`src/design/uev_pkg.sv`:
```
// ----------------------------------------------------------------------------
// uev_pkg: URL endpoint validator package
// Shared constants, state types and character helpers.
// ----------------------------------------------------------------------------
package uev_pkg;

    localparam int unsigned DefMaxLength = 256;

    localparam logic [1:0] PH_SCHEME = 2'd0;
    localparam logic [1:0] PH_HOST   = 2'd1;
    localparam logic [1:0] PH_PORT   = 2'd2;
    localparam logic [1:0] PH_PATH   = 2'd3;

    localparam logic [1:0] ESC_NONE = 2'd0;
    localparam logic [1:0] ESC_LOW  = 2'd1;
    localparam logic [1:0] ESC_HIGH = 2'd2;

    typedef logic [7:0] t_byte;

    function automatic logic f_is_digit(input t_byte c);
        return (c >= 8'h30) && (c <= 8'h39);
    endfunction

    function automatic logic f_is_letter(input t_byte c);
        return ((c >= 8'h61) && (c <= 8'h7a)) || ((c >= 8'h41) && (c <= 8'h5a));
    endfunction

    // hex digit value; bit 4 set means not a hex digit
    function automatic logic [4:0] f_hex(input t_byte c);
        logic [4:0] v;
        v = 5'h10;
        if (f_is_digit(c)) v = {1'b0, c[3:0]};
        else if (((c >= 8'h61) && (c <= 8'h66)) || ((c >= 8'h41) && (c <= 8'h46)))
            v = {1'b0, c[3:0] + 4'd9};
        return v;
    endfunction

    function automatic t_byte f_lower(input t_byte c);
        return ((c >= 8'h41) && (c <= 8'h5a)) ? (c | 8'h20) : c;
    endfunction

    function automatic t_byte f_secure(input logic [2:0] i);
        t_byte r;
        case (i)
            3'd0: r = "h";
            3'd1: r = "t";
            3'd2: r = "t";
            3'd3: r = "p";
            3'd4: r = "s";
            3'd5: r = ":";
            default: r = "/";
        endcase
        return r;
    endfunction

    function automatic t_byte f_plain(input logic [2:0] i);
        t_byte r;
        case (i)
            3'd0: r = "h";
            3'd1: r = "t";
            3'd2: r = "t";
            3'd3: r = "p";
            3'd4: r = ":";
            default: r = "/";
        endcase
        return r;
    endfunction

    function automatic logic f_private(input t_byte a, input t_byte b);
        return (a == 8'd10) || ((a == 8'd172) && (b >= 8'd16) && (b <= 8'd31)) ||
               ((a == 8'd192) && (b == 8'd168));
    endfunction

    function automatic logic f_public(input t_byte a, input t_byte b, input t_byte c);
        logic bad;
        bad = f_private(a, b) || (a == 8'd0) || (a == 8'd127) || (a >= 8'd224) ||
              ((a == 8'd100) && (b >= 8'd64) && (b <= 8'd127)) ||
              ((a == 8'd169) && (b == 8'd254)) ||
              ((a == 8'd192) && (b == 8'd0) && ((c == 8'd0) || (c == 8'd2))) ||
              ((a == 8'd198) && ((b == 8'd18) || (b == 8'd19) ||
                                 ((b == 8'd51) && (c == 8'd100)))) ||
              ((a == 8'd203) && (b == 8'd0) && (c == 8'd113));
        return !bad;
    endfunction

endpackage

```
`src/design/uev_host_check.sv`:
```
// ----------------------------------------------------------------------------
// uev_host_check: host verdict
// Decides from the accumulated host state whether the host is acceptable.
// ----------------------------------------------------------------------------
module uev_host_check
    import uev_pkg::*;
(
    input  logic       i_secure,
    input  logic       i_ip_ok,
    input  t_byte      i_oct0,
    input  t_byte      i_oct1,
    input  t_byte      i_oct2,
    input  logic [7:0] i_host_len,
    input  logic       i_dns_ok,
    input  logic       i_seen_dot,
    input  t_byte      i_prev,
    input  t_byte      i_win [10],
    output logic       o_ok
);
    logic tail_bad;
    logic dns_ok;

    always_comb begin
        tail_bad = ({i_win[4], i_win[5], i_win[6], i_win[7], i_win[8], i_win[9]}
                        == ".local") ||
                   ({i_win[0], i_win[1], i_win[2], i_win[3], i_win[4], i_win[5],
                     i_win[6], i_win[7], i_win[8], i_win[9]} == ".localhost") ||
                   ({i_win[1], i_win[2], i_win[3], i_win[4], i_win[5], i_win[6],
                     i_win[7], i_win[8], i_win[9]} == ".internal") ||
                   ({i_win[2], i_win[3], i_win[4], i_win[5], i_win[6], i_win[7],
                     i_win[8], i_win[9]} == ".invalid");
        dns_ok = i_dns_ok && (i_host_len >= 8'd3) && (i_host_len <= 8'd253) &&
                 f_is_letter(i_prev) && i_seen_dot && !tail_bad;
        if (i_host_len == 8'd0) o_ok = 1'b0;
        else if (i_secure) o_ok = i_ip_ok ? f_public(i_oct0, i_oct1, i_oct2) : dns_ok;
        else o_ok = i_ip_ok && f_private(i_oct0, i_oct1);
    end
endmodule

```
`config.mk`:
```
export PLATFORM = sky130hd
export DESIGN_NAME = uev_host_check
export DESIGN_NICKNAME = d
export VERILOG_FILES = /design/src/design/uev_pkg.sv /design/src/design/uev_host_check.sv
export SDC_FILE = /design/constraint.sdc
export NUM_CORES = 1
export LEC_CHECK = 0
export CAP_MARGIN = 20
export CORE_AREA = 2 2 48 50
export DETAILED_ROUTE_END_ITERATION = 10
export DIE_AREA = 0 0 50 52
export DONT_BUFFER_PORTS = 1
export PLACE_DENSITY_LB_ADDON = 0.2
export SYNTH_ARGS = -nofsm -noshare
export SYNTH_HDL_FRONTEND = slang
export SYNTH_SLANG_ARGS = --single-unit
```
`constraint.sdc`:
```
create_clock -name vclk -period 1.9
set_input_delay 0.095 -clock vclk [all_inputs]
set_output_delay 0.095 -clock vclk [all_outputs]
set_load 0.05 [all_outputs]
```
==> results.py <==
metrics = {
    "finish": {
        "seq_cell_count": 0,
        "clockBufferCount": 0,
        "postLayoutCellArea_um2": 915,
        "fin_nets": 247,
        "fin_cells": 149,
        "fill_cells": 224,
        "area_growth_pct": 8.14,
        "drive_gt1_share_pct": 4.96,
        "layout_common_cells": "nand4_1 (12), nor4b_1 (10), nand3_1 (9)",
        "final_core_utilization_pct": 43.4,
        "regArea_um2": 0,
        "mostFrequentLayoutCell": "nand4_1",
        "num_antenna_cells": 0,
    },
    "sta": {
        "drv_slew": 0,
        "max_freq_mhz": 533,
        "relSlewSlack_pct": 65.3,
        "setup_viol": 0,
        "rsz0062_at_grt": "yes",
        "whs_ns": 0.538,
        "tns_ns": 0,
        "timing.final.crit_share_pct": 98.8,
        "min_period_ns": 1.88,
        "fin_ws_ns": 0.0221,
        "worstMarginPinSlew_ns": 0.513,
        "hold_violations": 0,
    },
    "pwr": {
        "p_per_area_nw_per_um2": 96.3,
        "cellLeakagePower_nw": 0.219,
        "vdd_drop_max_mv": 0.0428,
        "finalPower_mw": 0.0881,
    },
    "worst_setup_path": {
        "startpoint": "i_oct0[1]",
        "criticalPathCategory": "input port to output pin",
        "cp_cell_sequence": "or4_4 -> or3_4 -> a2111oi_2 -> a41oi_1 -> nand4_1 -> nand3_2 -> buf_12",
        "cp.arrival_ns": 1.78,
        "path_depth": 7,
        "start_kind": "input port",
        "endpoint": "o_ok",
        "crit_slowest_cell": "or4_4",
        "crit_required_ns": 1.80,
        "max_stage_delay_ns": 0.52,
        "path_delay_family": "simple AND/OR/NAND/NOR gates",
        "path_max_fanout": 5,
        "worst-path-buf-inv": 1,
        "end_kind": "output pin",
    },
    "detailed_routing": {
        "vias": 1127,
        "wl_met1_mm": 1.11,
        "firstDrtPassIters": 4,
        "met2RoutedLength_mm": 1.59,
        "viasPerCell": 7.56,
        "wl_met3_um": 343,
        "wire_per_inst_um": 20.6,
        "top_layer": "met4",
        "totalWireLength_mm": 3.07,
        "ant_nets": 0,
        "drt_iter0_drc": 17,
        "post-route-drc-count": 0,
    },
    "placement": {
        "port_buffers": 0,
        "place.gp.congestion": 0.902,
        "place_inst": 149,
        "hpwl_mm": 2.78,
        "dp_slack_ns": -0.0690,
        "placed_area_um2": 906,
    },
    "floorplan": {
        "coreArea_um2": 2110,
        "placementRows": 17,
        "io_pins": 125,
        "die_x_um": 50,
        "dieArea_um2": 2600,
        "die_h_um": 52,
        "start_util_pct": 40.2,
    },
    "clock_network": {
        "postCtsHoldBufs": 0,
        "cts_setup_buffers": 0,
    },
    "grt": {
        "grt_remaining_overflow": 0,
        "grt_max_degree": 8,
        "antenna_found_initial": 0,
        "track_usage_pct": 21.0,
        "grt_pass1_wl_mm": 4.46,
        "grt_pass1_vias": 1102,
    },
    "yosys": {
        "ys_warn_count": 0,
        "synth.net_count": 244,
        "ys_seq_area_share_pct": 0,
        "syn_area_um2": 846,
        "syn-instance-count": 120,
        "synth_area_per_cell_um2": 7.05,
        "synth_cell_types": 33,
    },
    "worst_hold_path": {
        "hp-class": "input port to output pin",
    },
    "flow_run": {
        "cap_violations": 0,
    },
    "status": {
        "status": "complete, no violations",
    },
}
[power by group]
| group | switching (mW) | internal, mW |
|---|---|---|
| combinational | 0.0372 | 0.0508 |
| clock | 0 | 0 |
| sequential | 0 | 0 |
[repair_timing]
action	4_1_cts	5_1_grt
pin swaps	3	0
setup endpoints to repair	1	1
resized for setup	2	0
[synthesized netlist by cell type (4+ instances only)]
library cell / count / area share, %
and4b_1: 7 / 8.3
nor4b_1: 10 / 10
nand3_1: 10 / 5.9
nand2_1: 8 / 3.6
nor2b_1: 4 / 3.0
nor2_1: 6 / 2.7
and2_1: 5 / 3.7
or4_1: 4 / 3.6
nor4bb_1: 8 / 9.5
nand4_1: 12 / 8.9
nor3_1: 6 / 3.6
nor4_1: 6 / 4.4
[per-layer routing]
layer  up-vias  track usage (%)
met5         -                0
met4         0             1.85
met3         2             2.87
met2        87             40.4
met1       504             25.3
li1        534                -
[cell families (layout without fill, tap and decap cells)]
| family | count (synthesis) | count (layout) | share of synthesized area [%] |
|---|---|---|---|
| and+or+nand+nor | 104 | 104 | 85.5 |
| buffers and inverters | 0 | 1 | 0 |
| AOI/OAI and AO/OA | 16 | 16 | 14.5 |
[how the worst min path moves through the flow]
| stage | startpoint | end | slack [ns] | cells after the start |
|---|---|---|---|---|
| final | i_secure | o_ok | 0.54 | 3 |
| after global routing | i_secure | o_ok | 0.55 | 3 |
| after CTS | i_secure | o_ok | 0.54 | 3 |
| after detailed placement | i_secure | o_ok | 0.54 | 3 |
| after global placement | i_secure | o_ok | 0.53 | 3 |
| after floorplan | i_secure | o_ok | 0.54 | 2 |
[layout make-up]
cell class	instances	area, um^2	area share [%]
Multi-Input combinational cell	120	860	94.0
Timing Repair Buffer	1	20.0	2.19
Tap cell	28	35.0	3.83
Note: power is estimated with default switching activity, not from simulation.
